--- src/hw/rtl/assert_macros.svh ---
// assertion macros shared by the deframer rtl files
// no dependencies; included by files that carry concurrent checks
`ifndef ASSERT_MACROS_SVH
`define ASSERT_MACROS_SVH

// property checked on every rising edge outside reset
`define ASSERT_CLK(lbl, clk, rst_n, prop) \
  lbl: assert property (@(posedge clk) disable iff (!rst_n) (prop)) \
    else $error("assertion %m failed");

// condition that must never be true outside reset
`define ASSERT_NEVER(lbl, clk, rst_n, cond) \
  lbl: assert property (@(posedge clk) disable iff (!rst_n) !(cond)) \
    else $error("forbidden condition %m");

`endif

--- src/hw/rtl/bsfd_pkg.sv ---
// types and constants of the byte stuffed frame deframer
// no dependencies; imported by every deframer module
`default_nettype none

package bsfd_pkg;

  localparam logic [7:0] FLAG_RST     = 8'h7e;
  localparam logic [7:0] ESCAPE_RST   = 8'h7f;
  localparam logic [7:0] FLAG_ESC_RST = 8'h80;
  localparam logic [7:0] ESC_ESC_RST  = 8'h81;

  // register index, from paddr[3:2]
  localparam logic [1:0] REG_FLAG     = 2'd0;
  localparam logic [1:0] REG_ESCAPE   = 2'd1;
  localparam logic [1:0] REG_FLAG_ESC = 2'd2;
  localparam logic [1:0] REG_ESC_ESC  = 2'd3;

  localparam int QDEPTH = 2;

  typedef enum logic [1:0] {
    MODE_HUNT,
    MODE_DATA,
    MODE_ESC
  } mode_t;

  typedef enum logic [1:0] {
    OP_OPEN,
    OP_DATA,
    OP_CLOSE
  } op_t;

  typedef struct packed {
    op_t        op;
    logic [7:0] data;
  } qitem_t;

  typedef struct packed {
    logic [7:0] flag_value;
    logic [7:0] escape_value;
    logic [7:0] flag_escape_code;
    logic [7:0] escape_escape_code;
  } cfg_t;

endpackage

`default_nettype wire

--- src/hw/rtl/bsfd_front.sv ---
// front end: tracks hunt / in-frame / escape mode and turns raw bytes into ops
// depends on bsfd_pkg
`default_nettype none

module bsfd_front (
  input  wire logic            clk,
  input  wire logic            rst_n,
  input  wire bsfd_pkg::cfg_t  cfg,
  input  wire logic            byte_valid,
  input  wire logic [7:0]      rx_byte,
  output logic                 push,
  output bsfd_pkg::qitem_t     item
);
  import bsfd_pkg::*;

  mode_t mode_r, mode_nxt;
  logic  nonempty_r, nonempty_nxt;

  always_ff @(posedge clk) begin
    if (!rst_n) begin
      mode_r     <= MODE_HUNT;
      nonempty_r <= 1'b0;
    end else begin
      mode_r     <= mode_nxt;
      nonempty_r <= nonempty_nxt;
    end
  end

  // next state
  always_comb begin
    mode_nxt     = mode_r;
    nonempty_nxt = nonempty_r;
    if (byte_valid) begin
      case (mode_r)
        MODE_DATA: begin
          if (rx_byte == cfg.flag_value) begin
            // a flag in an empty frame is ignored
            if (nonempty_r) mode_nxt = MODE_HUNT;
          end else if (rx_byte == cfg.escape_value) begin
            mode_nxt = MODE_ESC;
          end else begin
            nonempty_nxt = 1'b1;
          end
        end
        MODE_ESC: begin
          if (rx_byte == cfg.flag_escape_code || rx_byte == cfg.escape_escape_code) begin
            mode_nxt     = MODE_DATA;
            nonempty_nxt = 1'b1;
          end else begin
            mode_nxt = MODE_HUNT;
          end
        end
        default: begin
          if (rx_byte == cfg.flag_value) begin
            mode_nxt     = MODE_DATA;
            nonempty_nxt = 1'b0;
          end
        end
      endcase
    end
  end

  // outputs
  always_comb begin
    push      = 1'b0;
    item.op   = OP_DATA;
    item.data = rx_byte;
    if (byte_valid) begin
      case (mode_r)
        MODE_DATA: begin
          if (rx_byte == cfg.flag_value) begin
            push    = nonempty_r;
            item.op = OP_CLOSE;
          end else if (rx_byte != cfg.escape_value) begin
            push = 1'b1;
          end
        end
        MODE_ESC: begin
          if (rx_byte == cfg.flag_escape_code) begin
            push      = 1'b1;
            item.data = cfg.flag_value;
          end else if (rx_byte == cfg.escape_escape_code) begin
            push      = 1'b1;
            item.data = cfg.escape_value;
          end
        end
        default: begin
          if (rx_byte == cfg.flag_value) begin
            push    = 1'b1;
            item.op = OP_OPEN;
          end
        end
      endcase
    end
  end

endmodule

`default_nettype wire

--- src/hw/rtl/bsfd_queue.sv ---
// two entry fifo of ops between front and back end
// depends on bsfd_pkg and assert_macros.svh
`default_nettype none
`include "assert_macros.svh"

module bsfd_queue (
  input  wire logic              clk,
  input  wire logic              rst_n,
  input  wire logic              push,
  input  wire bsfd_pkg::qitem_t  push_item,
  input  wire logic              pop,
  output logic                   full,
  output logic                   not_empty,
  output bsfd_pkg::qitem_t       head
);
  import bsfd_pkg::*;

  localparam int PW = (QDEPTH > 1) ? $clog2(QDEPTH) : 1;
  localparam int CW = $clog2(QDEPTH + 1);

  qitem_t         mem [QDEPTH];
  logic [PW-1:0]  wr_ptr_r, rd_ptr_r;
  logic [CW-1:0]  count_r;

  assign full      = (count_r == CW'(QDEPTH));
  assign not_empty = (count_r != '0);
  assign head      = mem[rd_ptr_r];

  always_ff @(posedge clk) begin
    if (push) mem[wr_ptr_r] <= push_item;
  end

  always_ff @(posedge clk) begin
    if (!rst_n) begin
      wr_ptr_r <= '0;
      rd_ptr_r <= '0;
      count_r  <= '0;
    end else begin
      if (push) wr_ptr_r <= (wr_ptr_r == PW'(QDEPTH - 1)) ? '0 : wr_ptr_r + 1'b1;
      if (pop)  rd_ptr_r <= (rd_ptr_r == PW'(QDEPTH - 1)) ? '0 : rd_ptr_r + 1'b1;
      count_r <= count_r + CW'(push) - CW'(pop);
    end
  end

  `ASSERT_CLK(a_count_bound, clk, rst_n, count_r <= CW'(QDEPTH))
  `ASSERT_NEVER(a_pop_empty, clk, rst_n, pop && !not_empty)
  `ASSERT_NEVER(a_push_full, clk, rst_n, push && full)

endmodule

`default_nettype wire

--- src/hw/rtl/bsfd_back.sv ---
// back end: frame counters, running sum and the output record register
// depends on bsfd_pkg and assert_macros.svh
`default_nettype none
`include "assert_macros.svh"

module bsfd_back #(
  parameter int MAX_FRAME = 256
) (
  input  wire logic              clk,
  input  wire logic              rst_n,
  input  wire logic              q_not_empty,
  input  wire bsfd_pkg::qitem_t  q_head,
  output logic                   q_pop,
  output logic                   out_tvalid,
  input  wire logic              out_tready,
  output logic [47:0]            out_tdata,
  output logic [0:0]             out_tuser
);
  import bsfd_pkg::*;

  localparam int CW = $clog2(MAX_FRAME + 1);

  logic [CW-1:0] count_r, count_nxt;
  logic [7:0]    sum_r, sum_nxt;
  logic [7:0]    last_r, last_nxt;
  logic          ovf_r, ovf_nxt;

  logic          valid_r;
  logic          kind_r;
  logic [7:0]    payload_r, pos_r, bsum_r, check_r;
  logic [8:0]    len_r;
  logic          oflag_r;

  logic          emit;
  logic [CW+8:0] cnt_ext;
  logic          frame_full;

  assign q_pop      = q_not_empty && (!valid_r || out_tready);
  assign cnt_ext    = {9'd0, count_r};
  assign frame_full = (count_r == CW'(MAX_FRAME));

  always_comb begin
    count_nxt = count_r;
    sum_nxt   = sum_r;
    last_nxt  = last_r;
    ovf_nxt   = ovf_r;
    emit      = 1'b0;
    if (q_pop) begin
      case (q_head.op)
        OP_OPEN: begin
          count_nxt = '0;
          sum_nxt   = '0;
          ovf_nxt   = 1'b0;
        end
        OP_DATA: begin
          if (frame_full) begin
            ovf_nxt = 1'b1;
          end else begin
            emit      = 1'b1;
            count_nxt = count_r + 1'b1;
            sum_nxt   = sum_r + q_head.data;
            last_nxt  = q_head.data;
          end
        end
        OP_CLOSE: begin
          emit      = 1'b1;
          count_nxt = '0;
        end
        default: ;
      endcase
    end
  end

  always_ff @(posedge clk) begin
    if (!rst_n) begin
      count_r <= '0;
      sum_r   <= '0;
      last_r  <= '0;
      ovf_r   <= 1'b0;
      valid_r <= 1'b0;
    end else begin
      count_r <= count_nxt;
      sum_r   <= sum_nxt;
      last_r  <= last_nxt;
      ovf_r   <= ovf_nxt;
      if (emit) valid_r <= 1'b1;
      else if (out_tready) valid_r <= 1'b0;
    end
  end

  // record payload, zero in the fields that do not apply
  always_ff @(posedge clk) begin
    if (emit) begin
      if (q_head.op == OP_CLOSE) begin
        kind_r    <= 1'b1;
        payload_r <= '0;
        pos_r     <= '0;
        len_r     <= cnt_ext[8:0];
        bsum_r    <= sum_r - last_r;
        check_r   <= last_r;
        oflag_r   <= ovf_r;
      end else begin
        kind_r    <= 1'b0;
        payload_r <= q_head.data;
        pos_r     <= cnt_ext[7:0];
        len_r     <= '0;
        bsum_r    <= '0;
        check_r   <= '0;
        oflag_r   <= 1'b0;
      end
    end
  end

  assign out_tvalid = valid_r;
  assign out_tuser  = kind_r;
  assign out_tdata  = {6'd0, oflag_r, check_r, bsum_r, len_r, pos_r, payload_r};

  `ASSERT_CLK(a_count_bound, clk, rst_n, count_r <= CW'(MAX_FRAME))
  `ASSERT_CLK(a_full_sets_ovf, clk, rst_n,
              (q_pop && q_head.op == OP_DATA && frame_full) |=> ovf_r)

endmodule

`default_nettype wire

--- src/hw/rtl/byte_stuffed_frame_deframer.sv ---
// byte stuffed frame deframer
// One raw byte per transaction enters on in_*; records leave on out_*.
// out_tuser[0] is the record kind: 0 data byte, 1 end of frame. Data
// records carry the unescaped byte and its index; end records carry the
// frame length, the sum of all bytes but the last, the last byte and the
// overflow flag. Unused fields of a record read as zero.
// An accepted byte's op is written into the op queue and then popped
// into the output register as a record, where the receiver takes it;
// the block takes one byte every cycle as long as out_tready is high,
// since the op queue moves one push and one pop per cycle.
// When the receiver stalls the output register holds its record, the
// two entry op queue fills and in_tready falls once it is full.
// Reset returns to hunt mode, empties the queue, clears the counters and
// loads the default flag 0x7e, escape 0x7f and codes 0x80 / 0x81.
// Registers on cfg_* (APB, byte address 4*index): flag, escape, flag
// escape code, escape escape code; write them only while idle.
// depends on bsfd_pkg, bsfd_front, bsfd_queue, bsfd_back
`default_nettype none

module byte_stuffed_frame_deframer #(
  parameter int MAX_FRAME = 256
) (
  input  wire logic        clk,
  input  wire logic        rst_n,
  input  wire logic        in_tvalid,
  output logic             in_tready,
  input  wire logic [7:0]  in_tdata,     // [7:0] rx_byte
  output logic             out_tvalid,
  input  wire logic        out_tready,
  // [7:0] payload_byte, [15:8] byte_position, [24:16] frame_length,
  // [32:25] body_sum, [40:33] check_byte, [41] overflowed, rest zero
  output logic [47:0]      out_tdata,
  output logic [0:0]       out_tuser,    // [0] record_kind
  input  wire logic        cfg_psel,
  input  wire logic        cfg_penable,
  input  wire logic        cfg_pwrite,
  input  wire logic [3:0]  cfg_paddr,
  input  wire logic [31:0] cfg_pwdata,
  output logic [31:0]      cfg_prdata,
  output logic             cfg_pready
);
  import bsfd_pkg::*;

  cfg_t   cfg_r;
  logic   cfg_wr;
  logic   push, q_full, q_not_empty, q_pop;
  qitem_t push_item, q_head;
  logic [7:0] rd_sel;

  assign cfg_pready = 1'b1;
  assign cfg_wr     = cfg_psel && cfg_penable && cfg_pwrite && cfg_pready;

  always_ff @(posedge clk) begin
    if (!rst_n) begin
      cfg_r.flag_value         <= FLAG_RST;
      cfg_r.escape_value       <= ESCAPE_RST;
      cfg_r.flag_escape_code   <= FLAG_ESC_RST;
      cfg_r.escape_escape_code <= ESC_ESC_RST;
    end else if (cfg_wr) begin
      case (cfg_paddr[3:2])
        REG_FLAG:     cfg_r.flag_value         <= cfg_pwdata[7:0];
        REG_ESCAPE:   cfg_r.escape_value       <= cfg_pwdata[7:0];
        REG_FLAG_ESC: cfg_r.flag_escape_code   <= cfg_pwdata[7:0];
        REG_ESC_ESC:  cfg_r.escape_escape_code <= cfg_pwdata[7:0];
        default: ;
      endcase
    end
  end

  always_comb begin
    case (cfg_paddr[3:2])
      REG_FLAG:     rd_sel = cfg_r.flag_value;
      REG_ESCAPE:   rd_sel = cfg_r.escape_value;
      REG_FLAG_ESC: rd_sel = cfg_r.flag_escape_code;
      REG_ESC_ESC:  rd_sel = cfg_r.escape_escape_code;
      default:      rd_sel = '0;
    endcase
  end
  assign cfg_prdata = {24'd0, rd_sel};

  assign in_tready = !q_full;

  bsfd_front u_front (
    .clk        (clk),
    .rst_n      (rst_n),
    .cfg        (cfg_r),
    .byte_valid (in_tvalid && in_tready),
    .rx_byte    (in_tdata),
    .push       (push),
    .item       (push_item)
  );

  bsfd_queue u_queue (
    .clk       (clk),
    .rst_n     (rst_n),
    .push      (push),
    .push_item (push_item),
    .pop       (q_pop),
    .full      (q_full),
    .not_empty (q_not_empty),
    .head      (q_head)
  );

  bsfd_back #(
    .MAX_FRAME (MAX_FRAME)
  ) u_back (
    .clk         (clk),
    .rst_n       (rst_n),
    .q_not_empty (q_not_empty),
    .q_head      (q_head),
    .q_pop       (q_pop),
    .out_tvalid  (out_tvalid),
    .out_tready  (out_tready),
    .out_tdata   (out_tdata),
    .out_tuser   (out_tuser)
  );

endmodule

`default_nettype wire
--- config.mk ---
export PLATFORM = sky130hd
export DESIGN_NAME = byte_stuffed_frame_deframer
export DESIGN_NICKNAME = d
export VERILOG_FILES = /design/src/hw/rtl/bsfd_pkg.sv /design/src/hw/rtl/bsfd_front.sv /design/src/hw/rtl/bsfd_queue.sv /design/src/hw/rtl/bsfd_back.sv /design/src/hw/rtl/byte_stuffed_frame_deframer.sv
export VERILOG_INCLUDE_DIRS = /design/src /design/src/hw/rtl
export SDC_FILE = /design/constraint.sdc
export NUM_CORES = 1
export LEC_CHECK = 0
export BUFFER_PORTS_ARGS = -buffer_cell sky130_fd_sc_hd__buf_2
export CORE_MARGIN = 3
export CORE_UTILIZATION = 60
export CTS_CLUSTER_SIZE = 20
export DETAILED_ROUTE_END_ITERATION = 8
export GPL_ROUTABILITY_DRIVEN = 0
export PLACE_DENSITY_LB_ADDON = 0.12
export SYNTH_ARGS = -nofsm -noshare
export SYNTH_HDL_FRONTEND = slang
export SYNTH_SLANG_ARGS = --single-unit
--- constraint.sdc ---
create_clock -name clk -period 5.16 [get_ports clk]
set_clock_uncertainty 0.2 [all_clocks]
set_input_delay 1.032 -clock clk [delete_from_list [all_inputs] [get_ports clk]]
set_output_delay 1.032 -clock clk [all_outputs]
set_load 0.01 [all_outputs]
==> summary.md <==
Dividing the detail-routed via count by the number of cells gives 5.509. The tightest min-delay check is of the reg2reg type. In the final layout, flip-flops and latches occupy 3233 sq um. The tools report the wire length of the first global-routing pass as 21880 um. TritonCTS built the clock tree. The number of register bits inferred by synthesis works out to 130. STA classifies the critical path endpoint as a flip-flop. Setup violations remaining at the end of the flow were counted as 0. The logs give 13150 um for the aggregate routed wire length and 17 for the number of clock buffers inserted by TritonCTS.

The total inserted antenna cells was 0; the final period utilization was 0.6484. The worst relative slew slack was 0.2374. Derived from the worst setup path, the maximum achievable clock frequency is 298.9 MHz. The relative contribution of combinational cells to total power came out at 0.151. The total overflow left after global routing is 0. The die covers 12430 sq um. The logs give 0 for the buffers inserted during post-CTS setup optimization and 5.10 ns for the data required time at the worst endpoint. The clock drives 130 sinks.

The tools report the clock latency on the worst-skew pair as 0.52 ns. The tools report the clock network fraction of design power as 0.425. The tools report the setup slack of the critical path after layout as 1.814 ns.

The sequential fraction of the synthesis area is 0.4841, and the number of warnings issued by yosys is 0. Number of enable-type register cells in the synthesized netlist: 63. For the number of primary I/O pins, the log shows 135.

In this run, the number of DRC markers left after iteration 0 of detailed routing was 211. Sorting the synthesized cells by area gives the leading types as sky130_fd_sc_hd__edfxtp_1 (28%), sky130_fd_sc_hd__dfxtp_1 (20%), sky130_fd_sc_hd__mux2i_1 (4.5%), sky130_fd_sc_hd__ha_1 (4.3%), sky130_fd_sc_hd__nor2_1 (4.1%). After synthesis the cells add up to 6679 sq um. The register share of total power was 0.424. Dividing the detail-routed wire length by the instance count gives 15.35 um. In this run the core area contains 37 standard-cell rows. The register-to-register path setup slack came out at 1.85 ns.

Max-cap violations in this run came to 0. Data arrives at the worst endpoint at 3.29 ns. After technology mapping, the gate count stands at 642. After floorplanning, the core was sized to cover 10560 sq um.

The largest net degree at the start of global routing is 44, and the switching power share of the total is 0.2537. The number of hold buffers added after CTS was 0. Count of distinct cell types in the synthesized netlist: 55.

Top cell type's share of synthesized area: 0.2833. The number of max-slew violations in the final report is 0. In this run, placement finished with an instance count of 825.

The cell sitting at the root of the clock tree is a sky130_fd_sc_hd__clkbuf_8. The initial standard-cell utilization of the core came out at 0.6328. The first TritonRoute pass finished after 4 iterations. The final antenna-violating net count is 0, and the number of hold-slack violations in the final timing report is 0. For this run, design rule violations remaining after detail routing come to 0. The layout overhead on the synthesized area is 13.41%. Via count of the first global-routing pass: 4573.

The layout has 769 filler cells. In the final design database the tool counted 784 nets. The highest fanout seen on the critical path was 10; the count of cells resized by post-cts repair was 0. The tools report the internal cell power as 2.100 mW. The category of the worst setup path launch point is an input port.

IR analysis of the VDD net gives a maximum drop of 0.2283 mV. The run gives 0.2172 as the overall fraction of global-route tracks in use. Dividing total power by cell area gives a power density of 371.4 nW/um^2. Port buffering added 77 buffers. The floorplan die width was 111.5 um; the area occupied by multi-input gates was 3047 sq um.

The slew at the pin closest to its max-slew limit was 1.135 ns. The logs give 3.187 nW for the leakage power figure and 1.368 ns for the post-placement setup slack. In this run the deepest clock path goes through 2 buffers. The fraction of final layout cells with drive strength greater than 1 came out at 0.1969.

The vertical extent of the die was 111.5 um; the switching component of the power was 0.7139 mW. The post-synthesis async set-or-reset flop share is 0. The H-tree generated during clock tree synthesis spans 4 levels. Cell taking the most area after synthesis: sky130_fd_sc_hd__edfxtp_1. The HPWL after detailed placement was 9508 um. The final route contains 4721 vias. After synthesis, the mean cell area works out to 10.40 sq um.

The CTS clock-pin slew for the worst setup and hold paths is 0.06 ns. The run finished with clean final reports. For the initial antenna violation count, the log shows 0. Most common flop cell mapped by yosys: sky130_fd_sc_hd__dfxtp_1. The finished layout holds 857 standard cells, fillers aside.

The total negative slack came out at 0 ns. The startpoint-to-endpoint class of the critical path is in2reg. After layout, the minimum clock period comes to 3.346 ns. Setup repair after global routing left no endpoint under its margin.
[stage by stage]
stage               cell area, sq um    util  total power [mW]  hold WS, ns
CTS                             7575  0.7176             2.828       0.2840
global placement                6985  0.6618             1.619       0.2581
finish                          7575  0.7176             2.814       0.2829
detailed placement              6985  0.6618             1.638       0.2768
global route                    7575  0.7176             2.929       0.3028
floorplan                       6788       -             1.538       0.2432
[state kept, by name, indices dropped and copies added, names as in the netlist, 9 cells and up, named ones only]
register / cells
u_back.len_r: 9
u_queue.mem: 20
cfg_r: 32
u_back.count_r: 9
[synthesized netlist by cell type (4+ instances only)]
| master | number |
|---|---|
| sky130_fd_sc_hd__a21boi_0 | 4 |
| sky130_fd_sc_hd__edfxtp_1 | 63 |
| sky130_fd_sc_hd__nor2b_1 | 10 |
| sky130_fd_sc_hd__dfxtp_1 | 67 |
| sky130_fd_sc_hd__nor3_1 | 11 |
| sky130_fd_sc_hd__mux2i_1 | 30 |
| sky130_fd_sc_hd__ha_1 | 23 |
| sky130_fd_sc_hd__and3_1 | 4 |
| sky130_fd_sc_hd__mux2_2 | 16 |
| sky130_fd_sc_hd__nor4_1 | 8 |
| sky130_fd_sc_hd__clkbuf_1 | 15 |
| sky130_fd_sc_hd__or3_1 | 4 |
| sky130_fd_sc_hd__nand4_1 | 8 |
| sky130_fd_sc_hd__o21ai_0 | 8 |
| sky130_fd_sc_hd__o21a_1 | 4 |
| sky130_fd_sc_hd__xor2_1 | 25 |
| sky130_fd_sc_hd__a211oi_2 | 7 |
| sky130_fd_sc_hd__nand3_1 | 22 |
| sky130_fd_sc_hd__xnor2_1 | 21 |
| sky130_fd_sc_hd__and2_1 | 16 |
| sky130_fd_sc_hd__mux4_2 | 8 |
| sky130_fd_sc_hd__buf_2 | 10 |
| sky130_fd_sc_hd__a22oi_1 | 5 |
| sky130_fd_sc_hd__buf_4 | 32 |
| sky130_fd_sc_hd__nand2_1 | 53 |
| sky130_fd_sc_hd__a21oi_1 | 18 |
| sky130_fd_sc_hd__nor2_1 | 73 |
| sky130_fd_sc_hd__inv_1 | 34 |
[critical path, stage by stage]
cell                      delay, ns
sky130_fd_sc_hd__buf_2         0.15
sky130_fd_sc_hd__xnor2_1       0.17
sky130_fd_sc_hd__nand4_1       0.23
sky130_fd_sc_hd__or2_1         0.38
sky130_fd_sc_hd__a211o_1       0.33
sky130_fd_sc_hd__a21oi_1       0.26
sky130_fd_sc_hd__nor2b_1       0.72
[final cells by class]
cell class,count,area share
repair buffers,80,0.05385
inverters,34,0.01685
clock buffers,20,0.05616
multi-input cells,445,0.4022
clock inverters,12,0.02164
well taps,136,0.02246
flip-flops and latches,130,0.4268
[path summary, 6_finish.rpt]
path | from | endpoint | cells past startpoint
min reg2reg | u_front.mode_r[1] | u_front.mode_r[1] | 2
max | in_tdata[7] | u_queue.mem[0][5] | 7
max reg2reg | flip-flop | u_back.sum_r[6] | 10
min | u_front.mode_r[1] | u_front.mode_r[1] | 2
[per-layer routing]
| layer | track usage | part of all wire | wire [um] | vias up |
|---|---|---|---|---|
| met5 | 0 | 0 | 0 | - |
| met4 | 0.09327 | 0.025 | 333 | 0 |
| met3 | 0.05109 | 0.057 | 749 | 34 |
| met2 | 0.3764 | 0.51 | 6721 | 166 |
| met1 | 0.2591 | 0.41 | 5348 | 2220 |
| li1 | - | - | - | 2301 |
[power groups by stage]
stage	registers, mW	logic (mW)	clock network, mW
after floorplan	1.23	0.310	0
after global placement	1.21	0.408	0
after detailed placement	1.21	0.423	0
after CTS	1.19	0.426	1.21
after global routing	1.20	0.473	1.26
final	1.19	0.424	1.20
[layout by cell type, fill, tap and decap left out, drive strengths merged, types with 8 or more instances in the layout]
cell	count
nand3	22
edfxtp	63
nor2	73
dfxtp	67
mux2i	30
nand2	53
nor4	8
nor3	11
clkbuf	20
and2	17
a211oi	8
buf	80
xor2	25
a21oi	18
ha	23
xnor2	21
o21ai	9
nor2b	10
mux2	16
mux4	8
conb	31
nand4	8
inv	34
[logic make-up (layout without fill, tap and decap cells)]
family	Yosys count	after routing	share of synthesized area
adders and majority gates	25	25	0.04908
DFF	130	130	0.4841
AOI/OAI and AO/OA	64	64	0.06913
xor gates and xnor gates	46	46	0.06032
other	2	31	0.001124
buffers and inverters	96	146	0.07606
and+or+nand+nor	225	225	0.1613
muxes	54	54	0.09891
(Power assumes the default switching activity.)
